`config.mk`:
```
export PLATFORM = sky130hd
export DESIGN_NAME = lru_block_buffer_cache_core_flat
export DESIGN_NICKNAME = d
export VERILOG_FILES = /design/src/rtl/core/lbc_pkg.sv /design/src/rtl/core/lbc_if.sv /design/src/rtl/core/lbc_store.sv /design/src/rtl/core/lru_block_buffer_cache_core.sv /design/src/flat_wrapper.sv
export SDC_FILE = /design/constraint.sdc
export NUM_CORES = 2
export LEC_CHECK = 0
export ABC_AREA = 1
export CORE_ASPECT_RATIO = 1.25
export CORE_UTILIZATION = 57
export CTS_CLUSTER_DIAMETER = 100
export DETAILED_ROUTE_END_ITERATION = 10
export DONT_BUFFER_PORTS = 1
export GPL_TIMING_DRIVEN = 0
export PLACE_DENSITY = 0.72
export RECOVER_POWER = 100
export SLEW_MARGIN = 15
export SYNTH_ARGS = -nofsm -noshare
export SYNTH_HDL_FRONTEND = slang
export SYNTH_SLANG_ARGS = --single-unit
```
`constraint.sdc`:
```
create_clock -name clk -period 4.6 [get_ports clk]
set_input_delay 0.69 -clock clk [delete_from_list [all_inputs] [get_ports clk]]
set_output_delay 0.69 -clock clk [all_outputs]
set_load 0.02 [all_outputs]
```
`src/rtl/core/lbc_pkg.sv`:
```
`timescale 1ns / 1ps
`default_nettype none

package lbc_pkg;

	localparam int FUNC_W   = 3;
	localparam int DEV_W    = 8;
	localparam int BLK_W    = 20;
	localparam int SLOT_W   = 5;
	localparam int STATUS_W = 2;
	localparam int CNT_W    = 8;
	localparam int LIMIT_W  = 21;

	localparam logic [LIMIT_W-1:0] LIMIT_RESET = 21'd2000;
	localparam logic [CNT_W-1:0]   CNT_MAX     = 8'hFF;

	// request function codes
	localparam logic [FUNC_W-1:0] FUNC_READ    = 3'd0;
	localparam logic [FUNC_W-1:0] FUNC_WRITE   = 3'd1;
	localparam logic [FUNC_W-1:0] FUNC_RELEASE = 3'd2;
	localparam logic [FUNC_W-1:0] FUNC_PIN     = 3'd3;
	localparam logic [FUNC_W-1:0] FUNC_UNPIN   = 3'd4;

	// result status codes
	localparam logic [STATUS_W-1:0] STATUS_OK        = 2'd0;
	localparam logic [STATUS_W-1:0] STATUS_RANGE     = 2'd1;
	localparam logic [STATUS_W-1:0] STATUS_FULL      = 2'd2;
	localparam logic [STATUS_W-1:0] STATUS_UNDERFLOW = 2'd3;

	typedef struct packed {
		logic [FUNC_W-1:0] func;
		logic [DEV_W-1:0]  dev;
		logic [BLK_W-1:0]  block_number;
		logic [SLOT_W-1:0] slot;
	} lbc_req_t;

	typedef struct packed {
		logic [SLOT_W-1:0]   slot_out;
		logic                hit;
		logic                disk_read;
		logic                disk_write;
		logic [STATUS_W-1:0] status;
		logic [CNT_W-1:0]    ref_count;
	} lbc_rsp_t;

	typedef enum logic [2:0] {
		S_IDLE,
		S_SCAN,
		S_DRAIN,
		S_DECIDE,
		S_SLOT,
		S_SWEEP,
		S_SWEEP_DRAIN,
		S_RESP
	} lbc_state_t;

endpackage

`default_nettype wire

```
`src/rtl/core/lbc_if.sv`:
```
`timescale 1ns / 1ps
`default_nettype none

// request channel
interface lbc_req_if import lbc_pkg::*; ();
	logic     valid;
	logic     ready;
	lbc_req_t data;

	modport source (output valid, output data, input ready);
	modport sink (input valid, input data, output ready);
endinterface

// result channel
interface lbc_rsp_if import lbc_pkg::*; ();
	logic     valid;
	logic     ready;
	lbc_rsp_t data;

	modport source (output valid, output data, input ready);
	modport sink (input valid, input data, output ready);
endinterface

// block limit write channel
interface lbc_cfg_if import lbc_pkg::*; ();
	logic               valid;
	logic               ready;
	logic [LIMIT_W-1:0] data;

	modport source (output valid, output data, input ready);
	modport sink (input valid, input data, output ready);
endinterface

`default_nettype wire

```
`src/rtl/core/lbc_store.sv`:
```
`timescale 1ns / 1ps
`default_nettype none

module lbc_store #(
	parameter int DEPTH   = 32,
	parameter int ENTRY_W = 42
) (
	input  wire logic                     clk,
	input  wire logic                     arst_n,
	input  wire logic                     rd_en,
	input  wire logic [$clog2(DEPTH)-1:0] rd_addr,
	input  wire logic                     wr_en,
	input  wire logic [$clog2(DEPTH)-1:0] wr_addr,
	input  wire logic [ENTRY_W-1:0]       wr_data,
	output logic      [ENTRY_W-1:0]       rd_data
);

	localparam int AW = $clog2(DEPTH);

	logic [ENTRY_W-1:0] mem [DEPTH];
	logic [DEPTH-1:0]   written_q;
	logic [ENTRY_W-1:0] q_s1;
	logic               written_s1;
	logic [AW-1:0]      addr_s1;

	always_ff @(posedge clk) begin
		if (wr_en) begin
			mem[wr_addr] <= wr_data;
		end
		if (rd_en) begin
			q_s1    <= mem[rd_addr];
			addr_s1 <= rd_addr;
		end
	end

	always_ff @(posedge clk or negedge arst_n) begin
		if (!arst_n) begin
			written_q  <= '0;
			written_s1 <= 1'b0;
		end else begin
			if (wr_en) begin
				written_q[wr_addr] <= 1'b1;
			end
			if (rd_en) begin
				written_s1 <= written_q[rd_addr];
			end
		end
	end

	// untouched entry: all zero except the low field, which resets to the index
	assign rd_data = written_s1 ? q_s1 : ENTRY_W'(addr_s1);

endmodule

`default_nettype wire

```
`src/rtl/core/lru_block_buffer_cache_core.sv`:
```
`timescale 1ns / 1ps
`default_nettype none

// channel  dir  beat                                             handshake
// req      in   func, dev, block_number, slot                    valid/ready
// rsp      out  slot_out, hit, disk_read, disk_write, status,    valid/ready
//               ref_count
// cfg      in   block_limit (21 bits)                            valid/ready, ready always high
//
// one request at a time; a new request is taken while the last beat waits on rsp.ready
// read: one pass over the memory read port finds the most recent tag match and the
// least recent free slot together; a rejected request skips the pass
// write, pin, unpin, release: one read of the named slot; release reaching zero adds a
// rank sweep over every entry, one read and write-back per cycle
// reset: async, active low; untouched entries read as their reset value, no clear pass
module lru_block_buffer_cache_core import lbc_pkg::*; #(
	parameter int NUM_SLOTS  = 32,
	parameter int BLOCK_BITS = 20
) (
	input wire logic clk,
	input wire logic arst_n,
	lbc_req_if.sink   req,
	lbc_rsp_if.source rsp,
	lbc_cfg_if.sink   cfg
);

	localparam int IDX_W = $clog2(NUM_SLOTS);
	localparam int TAG_W = BLOCK_BITS;
	localparam logic [IDX_W-1:0] LAST_IDX  = IDX_W'(NUM_SLOTS - 1);

	// rank sits in the low bits so the store's reset value gives rank = index
	typedef struct packed {
		logic [DEV_W-1:0] dev;
		logic [TAG_W-1:0] tag;
		logic             vld;
		logic [CNT_W-1:0] cnt;
		logic [IDX_W-1:0] rank;
	} entry_t;

	localparam int ENTRY_W = $bits(entry_t);

	lbc_state_t state_q, state_d;

	logic [LIMIT_W-1:0] limit_q;
	lbc_req_t           op_q;
	logic [IDX_W-1:0]   scan_q;

	// memory access
	logic             rd_en, wr_en;
	logic [IDX_W-1:0] rd_addr, wr_addr;
	entry_t           wr_data, rd_ent;
	logic [ENTRY_W-1:0] rd_raw;
	logic             rd_vld_s1;
	logic [IDX_W-1:0] rd_idx_s1;

	// scan trackers: best tag match and best free slot
	logic             m_found_q, f_found_q;
	logic [IDX_W-1:0] m_idx_q, f_idx_q;
	entry_t           m_ent_q, f_ent_q;

	// release sweep
	logic [IDX_W-1:0] r_rank_q;
	logic             sweep_go;

	// staged result and output register
	lbc_rsp_t res_q, res_d;
	logic     res_ld;
	logic     rsp_valid_q;
	lbc_rsp_t rsp_data_q;

	// derived values
	logic [31:0]      in_slot32, op_slot32, blk32, m_idx32, f_idx32;
	logic             in_range;
	logic [IDX_W-1:0] in_idx, op_idx;
	logic [TAG_W-1:0] tag_in;
	logic             scanning, sweeping;
	logic             take_m, take_f;
	logic [CNT_W-1:0] cnt_inc, cnt_dec, m_cnt_inc;

	assign in_slot32 = 32'(req.data.slot);
	assign in_range  = in_slot32 < NUM_SLOTS;
	assign in_idx    = in_slot32[IDX_W-1:0];
	assign op_slot32 = 32'(op_q.slot);
	assign op_idx    = op_slot32[IDX_W-1:0];
	assign blk32     = 32'(op_q.block_number);
	assign tag_in    = blk32[TAG_W-1:0];
	assign m_idx32   = 32'(m_idx_q);
	assign f_idx32   = 32'(f_idx_q);

	assign rd_ent    = entry_t'(rd_raw);
	assign cnt_inc   = (rd_ent.cnt == CNT_MAX) ? rd_ent.cnt : rd_ent.cnt + 8'd1;
	assign cnt_dec   = rd_ent.cnt - 8'd1;
	assign m_cnt_inc = (m_ent_q.cnt == CNT_MAX) ? m_ent_q.cnt : m_ent_q.cnt + 8'd1;

	assign scanning = (state_q == S_SCAN || state_q == S_DRAIN) && rd_vld_s1;
	assign sweeping = (state_q == S_SWEEP || state_q == S_SWEEP_DRAIN) && rd_vld_s1;

	// most recent match wins; least recent zero-count slot wins
	assign take_m = rd_ent.dev == op_q.dev && rd_ent.tag == tag_in &&
		(!m_found_q || rd_ent.rank > m_ent_q.rank);
	assign take_f = rd_ent.cnt == '0 && (!f_found_q || rd_ent.rank < f_ent_q.rank);

	lbc_store #(
		.DEPTH   (NUM_SLOTS),
		.ENTRY_W (ENTRY_W)
	) u_store (
		.clk     (clk),
		.arst_n  (arst_n),
		.rd_en   (rd_en),
		.rd_addr (rd_addr),
		.wr_en   (wr_en),
		.wr_addr (wr_addr),
		.wr_data (wr_data),
		.rd_data (rd_raw)
	);

	assign req.ready = (state_q == S_IDLE);
	assign cfg.ready = 1'b1;
	assign rsp.valid = rsp_valid_q;
	assign rsp.data  = rsp_data_q;

	always_ff @(posedge clk or negedge arst_n) begin
		if (!arst_n) begin
			state_q <= S_IDLE;
		end else begin
			state_q <= state_d;
		end
	end

	// next state, memory control and result forming
	always_comb begin
		state_d  = state_q;
		rd_en    = 1'b0;
		rd_addr  = scan_q;
		wr_en    = 1'b0;
		wr_addr  = op_idx;
		wr_data  = rd_ent;
		res_ld   = 1'b0;
		res_d    = '0;
		sweep_go = 1'b0;
		unique case (state_q)
			S_IDLE: begin
				if (req.valid) begin
					res_ld = 1'b1;
					unique case (req.data.func) inside
						FUNC_READ: begin
							if ({1'b0, req.data.block_number} >= limit_q) begin
								res_d.status = STATUS_RANGE;
								state_d      = S_RESP;
							end else begin
								state_d = S_SCAN;
							end
						end
						FUNC_WRITE, FUNC_RELEASE, FUNC_PIN, FUNC_UNPIN: begin
							res_d.slot_out = req.data.slot;
							if (!in_range) begin
								res_d.status = STATUS_UNDERFLOW;
								state_d      = S_RESP;
							end else begin
								rd_en   = 1'b1;
								rd_addr = in_idx;
								state_d = S_SLOT;
							end
						end
						default: begin
							state_d = S_RESP;
						end
					endcase
				end
			end
			S_SCAN: begin
				rd_en = 1'b1;
				if (scan_q == LAST_IDX) begin
					state_d = S_DRAIN;
				end
			end
			S_DRAIN: begin
				state_d = S_DECIDE;
			end
			S_DECIDE: begin
				res_ld  = 1'b1;
				state_d = S_RESP;
				if (m_found_q) begin
					wr_en           = 1'b1;
					wr_addr         = m_idx_q;
					wr_data         = m_ent_q;
					wr_data.vld     = 1'b1;
					wr_data.cnt     = m_cnt_inc;
					res_d.slot_out  = m_idx32[SLOT_W-1:0];
					res_d.hit       = 1'b1;
					res_d.disk_read = !m_ent_q.vld;
					res_d.ref_count = m_cnt_inc;
				end else if (f_found_q) begin
					// claim: new tag, count one, always needs a fill
					wr_en           = 1'b1;
					wr_addr         = f_idx_q;
					wr_data         = f_ent_q;
					wr_data.dev     = op_q.dev;
					wr_data.tag     = tag_in;
					wr_data.vld     = 1'b1;
					wr_data.cnt     = 8'd1;
					res_d.slot_out  = f_idx32[SLOT_W-1:0];
					res_d.disk_read = 1'b1;
					res_d.ref_count = 8'd1;
				end else begin
					res_d.status = STATUS_FULL;
				end
			end
			S_SLOT: begin
				res_ld         = 1'b1;
				res_d.slot_out = op_q.slot;
				state_d        = S_RESP;
				if (op_q.func == FUNC_PIN) begin
					wr_en           = 1'b1;
					wr_data.cnt     = cnt_inc;
					res_d.ref_count = cnt_inc;
				end else if (rd_ent.cnt == '0) begin
					res_d.status = STATUS_UNDERFLOW;
				end else if (op_q.func == FUNC_WRITE) begin
					res_d.disk_write = 1'b1;
					res_d.ref_count  = rd_ent.cnt;
				end else begin
					wr_en           = 1'b1;
					wr_data.cnt     = cnt_dec;
					res_d.ref_count = cnt_dec;
					if (op_q.func == FUNC_RELEASE && cnt_dec == '0) begin
						sweep_go = 1'b1;
						state_d  = S_SWEEP;
					end
				end
			end
			S_SWEEP: begin
				rd_en = 1'b1;
				if (scan_q == LAST_IDX) begin
					state_d = S_SWEEP_DRAIN;
				end
			end
			S_SWEEP_DRAIN: begin
				state_d = S_RESP;
			end
			S_RESP: begin
				if (!rsp_valid_q || rsp.ready) begin
					state_d = S_IDLE;
				end
			end
			default: begin
				state_d = S_IDLE;
			end
		endcase

		// rank sweep write-back trails the read by one entry
		if (sweeping) begin
			wr_en   = 1'b1;
			wr_addr = rd_idx_s1;
			wr_data = rd_ent;
			if (rd_idx_s1 == op_idx) begin
				wr_data.rank = LAST_IDX;
			end else if (rd_ent.rank > r_rank_q) begin
				wr_data.rank = rd_ent.rank - 1'b1;
			end
		end
	end

	// control registers
	always_ff @(posedge clk or negedge arst_n) begin
		if (!arst_n) begin
			limit_q     <= LIMIT_RESET;
			scan_q      <= '0;
			rd_vld_s1   <= 1'b0;
			m_found_q   <= 1'b0;
			f_found_q   <= 1'b0;
			rsp_valid_q <= 1'b0;
		end else begin
			if (cfg.valid) begin
				limit_q <= cfg.data;
			end
			rd_vld_s1 <= rd_en;
			if (state_q == S_SCAN || state_q == S_SWEEP) begin
				scan_q <= (scan_q == LAST_IDX) ? '0 : scan_q + 1'b1;
			end
			if (state_q == S_IDLE && req.valid) begin
				m_found_q <= 1'b0;
				f_found_q <= 1'b0;
			end else if (scanning) begin
				if (take_m) begin
					m_found_q <= 1'b1;
				end
				if (take_f) begin
					f_found_q <= 1'b1;
				end
			end
			if (state_q == S_RESP && (!rsp_valid_q || rsp.ready)) begin
				rsp_valid_q <= 1'b1;
			end else if (rsp.ready) begin
				rsp_valid_q <= 1'b0;
			end
		end
	end

	// payload registers
	always_ff @(posedge clk) begin
		if (state_q == S_IDLE && req.valid) begin
			op_q <= req.data;
		end
		if (rd_en) begin
			rd_idx_s1 <= rd_addr;
		end
		if (scanning && take_m) begin
			m_idx_q <= rd_idx_s1;
			m_ent_q <= rd_ent;
		end
		if (scanning && take_f) begin
			f_idx_q <= rd_idx_s1;
			f_ent_q <= rd_ent;
		end
		if (sweep_go) begin
			r_rank_q <= rd_ent.rank;
		end
		if (res_ld) begin
			res_q <= res_d;
		end
		if (state_q == S_RESP && (!rsp_valid_q || rsp.ready)) begin
			rsp_data_q <= res_q;
		end
	end

endmodule

`default_nettype wire

```
`src/flat_wrapper.sv`:
```
// flat-port wrapper written by rule: the top's interface ports become plain ports
module lru_block_buffer_cache_core_flat import lbc_pkg::*;
#(
	parameter int NUM_SLOTS  = 32,
	parameter int BLOCK_BITS = 20
)
  (clk, arst_n, req_valid, req_data, req_ready, rsp_valid, rsp_data, rsp_ready, cfg_valid, cfg_data, cfg_ready);
  lbc_req_if req_i ();
  lbc_rsp_if rsp_i ();
  lbc_cfg_if cfg_i ();
  input wire logic clk;
  input wire logic arst_n;
  input wire logic [$bits(req_i.valid)-1:0] req_valid;
  input wire logic [$bits(req_i.data)-1:0] req_data;
  output wire logic [$bits(req_i.ready)-1:0] req_ready;
  output wire logic [$bits(rsp_i.valid)-1:0] rsp_valid;
  output wire logic [$bits(rsp_i.data)-1:0] rsp_data;
  input wire logic [$bits(rsp_i.ready)-1:0] rsp_ready;
  input wire logic [$bits(cfg_i.valid)-1:0] cfg_valid;
  input wire logic [$bits(cfg_i.data)-1:0] cfg_data;
  output wire logic [$bits(cfg_i.ready)-1:0] cfg_ready;
  assign req_i.valid = req_valid;
  assign req_i.data = req_data;
  assign req_ready = req_i.ready;
  assign rsp_valid = rsp_i.valid;
  assign rsp_data = rsp_i.data;
  assign rsp_i.ready = rsp_ready;
  assign cfg_i.valid = cfg_valid;
  assign cfg_i.data = cfg_data;
  assign cfg_ready = cfg_i.ready;
  lru_block_buffer_cache_core #(.NUM_SLOTS(NUM_SLOTS), .BLOCK_BITS(BLOCK_BITS)) u_core (.clk(clk), .arst_n(arst_n), .req(req_i), .rsp(rsp_i), .cfg(cfg_i));
endmodule
```
After elaboration in Yosys (flattened, before gate mapping)
Memory sizes are Yosys's and may differ from the RTL's. A register that Yosys moved wholly into a read port is not among the register bits.
Index checks and enable logic that the tools add are counted.
{"block": "op_classes", "addsub": 5, "n_lt_le_gt_ge": 8, "eq_ne": 24, "mux": 89, "bitwise": 2, "reduce_logical": 37}
{"cell": "42-bit two-way mux", "n": 4}
{"cell": "5-bit two-way mux", "n": 16}
{"cell": "8-bit two-way mux", "n": 8}
{"cell": "1-bit two-way mux", "n": 32}
{"cell": "32-bit OR", "n": 1}
{"cell": "8-bit one-hot mux with 2 select lines", "n": 2}
{"cell": "29-bit two-way mux", "n": 1}
{"cell": "3-bit two-way mux", "n": 8}
{"cell": "20-bit by 21-bit >= comparator with 1-bit output", "n": 1}
{"cell": "3-bit one-hot mux with 7 select lines", "n": 1}
{"cell": "20-bit equality test", "n": 1}
{"cell": "3-bit by 2-bit equality test with 1-bit output, second input constant", "n": 6}
{"cell": "5-bit by 6-bit < comparator with 1-bit output, second input constant", "n": 3}
{"cell": "8-bit by 1-bit adder with 8-bit output, second input constant", "n": 2}
{"cell": "8-bit equality test, second input constant", "n": 2}
{"cell": "8-bit zero test", "n": 2}
{"cell": "2-bit two-way mux", "n": 8}
{"cell": "3-bit equality test, second input constant", "n": 5}
{"cell": "5-bit one-hot mux with 3 select lines", "n": 1}
{"cell": "1-bit logical AND", "n": 11}
{"cell": "5-bit greater-than comparator", "n": 2}
{"cell": "3-bit by 1-bit equality test with 1-bit output, second input constant", "n": 3}
{"cell": "8-bit equality test", "n": 1}
{"cell": "2-bit inequality test, second input constant", "n": 4}
{"cell": "23 further kinds", "n": 40}
{"block": "word_totals", "regBits": 205, "ramBits": 1344, "inputBits": 62, "output_inout_bits": 21, "word_cells": 201, "n_memories": 1}
{"name": "u_core.u_store.mem", "depth": 32, "word_bits": 42, "rd": 1, "rd_clocked_by_memory_dff": 1, "write_ports": 1, "line_no": "lbc_store.sv:20", "rtl": "logic [ENTRY_W-1:0] mem [DEPTH];"}

Logic depth before layout (Yosys ltp)
{"block": "depth", "depth_word": 9, "ltp_mapped": 17, "depth_no_buf": 15}

Modules after synthesis
A second synthesis with hierarchy kept.
{"block": "unflattened", "cells_unflattened": 5651, "hier_area_um2": 66129.7}
{"mod": "lbc_store", "n_inst": 1, "cells_per_inst": 4688, "area_per_inst_um2": 56963.4, "seq_area_each_um2": 42595.9}
{"mod": "lru_block_buffer_cache_core", "n_inst": 1, "cells_per_inst": 963, "area_per_inst_um2": 9166.3, "seq_area_each_um2": 5007.3}

Worst setup path after synthesis
Ideal clock, no wire load.
{"block": "synth_path", "kind": "register -> register", "startpoint": "register u_core.u_store.written_s1", "endpoint": "register u_core.m_ent_q[0] in the netlist's numbering (enable)", "setup_ps": 452, "arrival_time_ps": 4018, "required_ps": 4148, "path_slack_ps": 130, "path_stages_with_launch": 14, "path_buffers": 2, "period_less_slack_ps": 4470, "path_cell_list": "dfrtp_1 > buf_2 > clkbuf_1 > inv_1 > or2_2 > o21ai_0 > inv_1 > ha_1 > nand2_1 > inv_1 > nand3_1 > o221ai_1 > a21oi_1 > nor2_1"}
{"element": "start: declaration", "line_no": "lbc_store.sv:23", "rtl": "logic written_s1;"}
{"element": "start signal: assignment", "line_no": "lbc_store.sv:45", "rtl": "written_s1 <= written_q[rd_addr];"}
{"element": "end signal: assignment", "line_no": "lru_block_buffer_cache_core.sv:310", "rtl": "m_ent_q <= rd_ent;"}
{"element": "end: declaration", "line_no": "lru_block_buffer_cache_core.sv:59", "rtl": "entry_t m_ent_q, f_ent_q;"}

Worst setup path in the final report
{"block": "layout_path", "startpoint": "register u_core.state_q[1]", "endpoint": "memory u_core.u_store.mem[21][35] (enable)"}
{"block": "layout_via", "elab_chain_len": 6, "elab_cells_between_ends": 12, "cone_classes": "4 x eq/ne; 6 x mux; 2 x reduce/logical"}
{"element": "start: declaration", "line_no": "lru_block_buffer_cache_core.sv:42", "rtl": "lbc_state_t state_q, state_d;"}
{"element": "start signal: assignment", "line_no": "lru_block_buffer_cache_core.sv:126", "rtl": "state_q <= state_d;"}
{"element": "parallel branches: the longest is 6 deep, another holds 3-bit equality test"}
{"element": "end: declaration", "line_no": "lbc_store.sv:20"}
Several ways; the timed one is not identified.

==> reports/metrics.sh <==
ROUTABILITYCONGESTION=0.925
ASYNCSETRESETFLOPFRACSYNTH_PCT=4.15
INITIAL_CORE_UTIL_PCT=57.6
CRIT_PATH_MAX_FANOUT=21
FLOORPLAN.DIE_AREA_MM2=0.116
DIE_HEIGHT_UM=381
SWITCHING_SHARE_PCT=40.6
TOTAL_CLOCK_BUFFERS_CREATED_BY_CTS=149
RUN_STATUS='complete, but fails checks'
POST_SYNTH_AND_OR_NAND_NOR_AREA_FRACTION_PCT=7.31
CP.REQUIRED_NS=5.09
POST-ROUTE-DRC-COUNT=0
CLOCK_H_TREE_LEVELS=4
CRITICAL_PATH.MAX_STAGE_DELAY_NS=0.85
CORE_AREA_MM2=0.113
IO_BUFFERS=0
DIE_W_UM=305
GRT_FIRST_PASS_WIRELENGTH_UM=285000
MULTI_INPUT_AREA_MM2=0.0149
FILLERINSTANCES=8046
P_PER_AREA_mW_PER_MM2=692
DPL_CELL_AREA_MM2=0.0701
SYNTH.MUX.AREA_FRACTION_PCT=0.0478
SYNTH-EDFF-COUNT=1525
SETUP-VIOLATIONS-FINAL=0
DRT-WIRELENGTH-PER-CELL_UM=27.7
FIN_UTIL_PCT=65.4
DRT-PASS1-ITER-COUNT=8
FINALWIRELENGTH_UM=197000
ANTENNA-DIODE-COUNT=0
DOMINANT_COMBINATIONAL_CELL_FAMILY_BY_AREA_AFTER_SYNTHESIS='compound AO/OA/AOI/OAI gates'
SYNTHESIS.AREA_PER_INSTANCE_UM2=12.5
IR_DROP_V=0.000463
CTS.PATH.MAX_BUFFERS=3
TIMING.SETUP.CRITICAL_PATH_CLASS='flop to flop'
NETS=5623
TIMING_WORST_SLEW_PIN_VALUE_NS=3.55
AREA.GROWTH.SYNTH_TO_FINAL_PCT=13.4
WORST_HOLD_SLACK_NS=0.0326
NUM_VIAS=44800
GRT_SETUP_UNREPAIRED='no'
SYN_AREA_MM2=0.0654
VIOLATIONS='max-capacitance violations, max-slew violations'
COMBINATIONALPOWERSHARE_PCT=38.3
GRT_PASS1_VIAS=44300
POWER.STATIC_LEAKAGE_nW=26.3
FP-ROW-COUNT=138
CLASS_OF_THE_TIGHTEST_HOLD_OR_REMOVAL_CHECK='input port to flop'
YOSYS.AREA_SHARE.ADDER_PCT=0.785
REGISTER_AREA_MM2=0.0475
ACHIEVABLE-FREQUENCY_MHz=221
CLOCK_TREE_FROM_TRITONCTS='done'
SYNTHTOPCELLSBYCOUNT='1525 x sky130_fd_sc_hd__edfxtp_1, 611 x sky130_fd_sc_hd__o21ai_0, 531 x sky130_fd_sc_hd__inv_1'
FINALCLOCKSKEW_NS=0.0279
SYNTH_TOP_CELLS_BY_AREA='sky130_fd_sc_hd__edfxtp_1 70%, sky130_fd_sc_hd__o21ai_0 4.7%, sky130_fd_sc_hd__o211ai_1 4.0%'
HOLD_VIOL=0
INTERNAL_POWER_mW=30.5
FINALINSTANCEAREA_MM2=0.0741
DRV_CAP=17
POST-DP-HPWL_UM=139000
SHARE_CLK_OF_TOTAL_POWER_PCT=23.4
YS_SEQ_AREA_SHARE_PCT=72.6
POWER_FRAC_SEQ_PCT=38.3
CLKLATENCYLATEPIN_NS=0.80
FINAL_MIN_PERIOD_OVER_CLOCK_PERIOD_PCT=98.1
SETUP-TNS-FINAL_NS=0
LAYOUT-DRIVE-GT1-SHARE_PCT=8.55
SYNTH_AREA_LEADER_CELL='sky130_fd_sc_hd__edfxtp_1'
CP_SLOWEST_CELL='sky130_fd_sc_hd__nor2_2'
MAXIMUM_NUMBER_OF_PINS_ON_ONE_NET_BEFORE_GLOBAL_ROUTE_REPAIR=67
SYN_NETS=5334
CTS.ROOT.BUFFER_CELL='sky130_fd_sc_hd__clkbuf_16'
INITIALDRTVIOLATIONCOUNT=6274
CTS_SINKS=1591
GRTUSAGETOTAL_PCT=33.8
SYNTH_UNIQUE_CELLS=51
SETUP.WORST_PATH.END_CLASS='flop'
DOMINANTREGCELLSYNTH='sky130_fd_sc_hd__edfxtp_1'
SYNTH-XOR-AREA-SHARE_PCT=0.442
P_SW_mW=20.8
TIMING.SLEW.HEADROOM_PCT=-137
YOSYS_WARNING_TOTAL=0
OVERFLOW=0
CLK_TRANSITION_REPORTED_PATHS_NS=0.06
CRITICAL_PATH.MOST_COMMON_CELL='sky130_fd_sc_hd__nand2_1'
BOUNDARYPINS=83
START_KIND='flop'
SYNTHESIS.INSTANCES=5231
INITIAL_ANTENNA_VIOLATION_COUNT=5
CRITPATHARRIVALTIME_NS=5.00
SYNTH-COMPOUND-AREA-SHARE_PCT=13.6
REPORT.FINAL.SLEW_VIOL_COUNT=465
YS_SEQ_ELEMENTS=1591
NETLIST.AREA_LEADER.SHARE_PCT=70.0
WORST_PATH_CELL_TRACE='nand2_2 > nor2_4 > nand2_1 > clkinv_1 > a22oi_1 > nand2_1 > nor2_1 > nand3_1 > buf_2 > nor2_2 > buf_12'
ANTENNA_LEFT=0
ROUTED_VIA_DENSITY=6.30
POST_ROUTE_MINIMUM_PERIOD_NS=4.51
SYNTHMOSTINSTANTIATEDCELL='sky130_fd_sc_hd__edfxtp_1'
metrics by stage:
stage               instances  setup WS, ns  power [mW]
detailed placement       6796        -0.176        39.5
floorplan                5231         0.130        30.1
global placement         6701         -2.88        37.7
finish                   7110        0.0852        51.3
CTS                      7109       0.00406        51.3
global route             7110        0.0385        52.9
per-layer routing:
metal,routed length (um),GRT usage (%),vias to the layer above
met5,34,0,-
met4,14400,21.5,4
met3,20300,7.05,734
met2,97000,57.4,2858
met1,65100,39.2,21600
li1,-,-,19500
final timing paths:
kind	end	slack, ns	cells past startpoint	from
setup / recovery	u_core.u_store.mem[21][35]	0.09	11	u_core.state_q[1]
hold / removal	u_core.limit_q[5]	0.03	2	cfg_data[5]
setup reg to reg	u_core.u_store.mem[21][35]	0.09	11	u_core.state_q[1]
hold reg to reg	u_core.rsp.data[10]	0.42	0	u_core.res_q[10]
max in group asynchronous	u_core.limit_q[20]	0.65	2	arst_n
min in group asynchronous	u_core.u_store.written_q[20]	1.94	2	arst_n
registers in the layout, indices dropped and copies added (netlist names), 11 cells and up:
register	cells
u_core.tag_in	20
u_core.res_q	18
u_core.u_store.q_s1	42
u_core.u_store.mem	1344
u_core.u_store.written_q	32
u_core.m_ent_q	42
u_core.limit_q	21
u_core.op_q	11
u_core.rsp.data	18
cells by family (layout without fill, tap and decap cells):
family / Yosys count / in the layout
DFF: 1591 / 1591
adders and majority gates: 41 / 41
xor gates and xnor gates: 33 / 33
AOI/OAI and AO/OA: 1560 / 1560
buffers and inverters: 857 / 1265
other: 1 / 1
muxes: 3 / 3
and+or+nand+nor: 1145 / 1146
cells in the final DEF, fill, tap and decap left out, drive strengths merged, types with 9 or more instances in the layout:
cell,n
o22ai,9
dlygate4sd3,44
nand2,434
nand4,16
o21ai,773
nand3,241
nor2,434
nor3,9
clkbuf,396
ha,41
a21oi,371
o211ai,346
xor2,29
edfxtp,1525
o221ai,30
bufinv,9
buf,193
dfrtp,60
clkinv,72
inv,544
layout make-up:
class                   instances  share of cell area [%]
repair buffers                140                    2.42
well taps                    1470                    2.48
plain buffers                 313                    1.86
flip-flops and latches       1591                    64.0
inverters                     541                    2.74
clock buffers                 184                    5.27
multi-input cells            2784                    20.1
clock inverters                87                    1.07
power groups by stage:
stage / Sequential [mW] / Combinational, mW / Clock (mW)
finish: 19.7 / 19.6 / 12.0
global route: 19.7 / 20.6 / 12.6
CTS: 19.6 / 19.7 / 12.0
detailed placement: 19.9 / 19.6 / 0
global placement: 20.2 / 17.5 / 0
floorplan: 19.9 / 10.2 / 0
what timing repair did:
| item | in CTS | in global routing |
|---|---|---|
| endpoints found under the hold margin | 109 | 0 |
| pin swaps | 0 | 1 |
| setup endpoints to repair | 9 | 134 |
| cloned | 0 | 1 |
| gates resized for setup | 1 | 17 |
| hold buffers | 45 | 0 |
| setup buffers | 0 | 0 |
critical path: cells and delay by family, from the launching register on:
family,cells,cell delay [ns]
AOI/OAI and AO/OA,1,0.36
buffers and inverters,3,1.06
DFF,1,0.46
and+or+nand+nor,7,2.27
No activity file was read; power rests on OpenSTA's default activity.
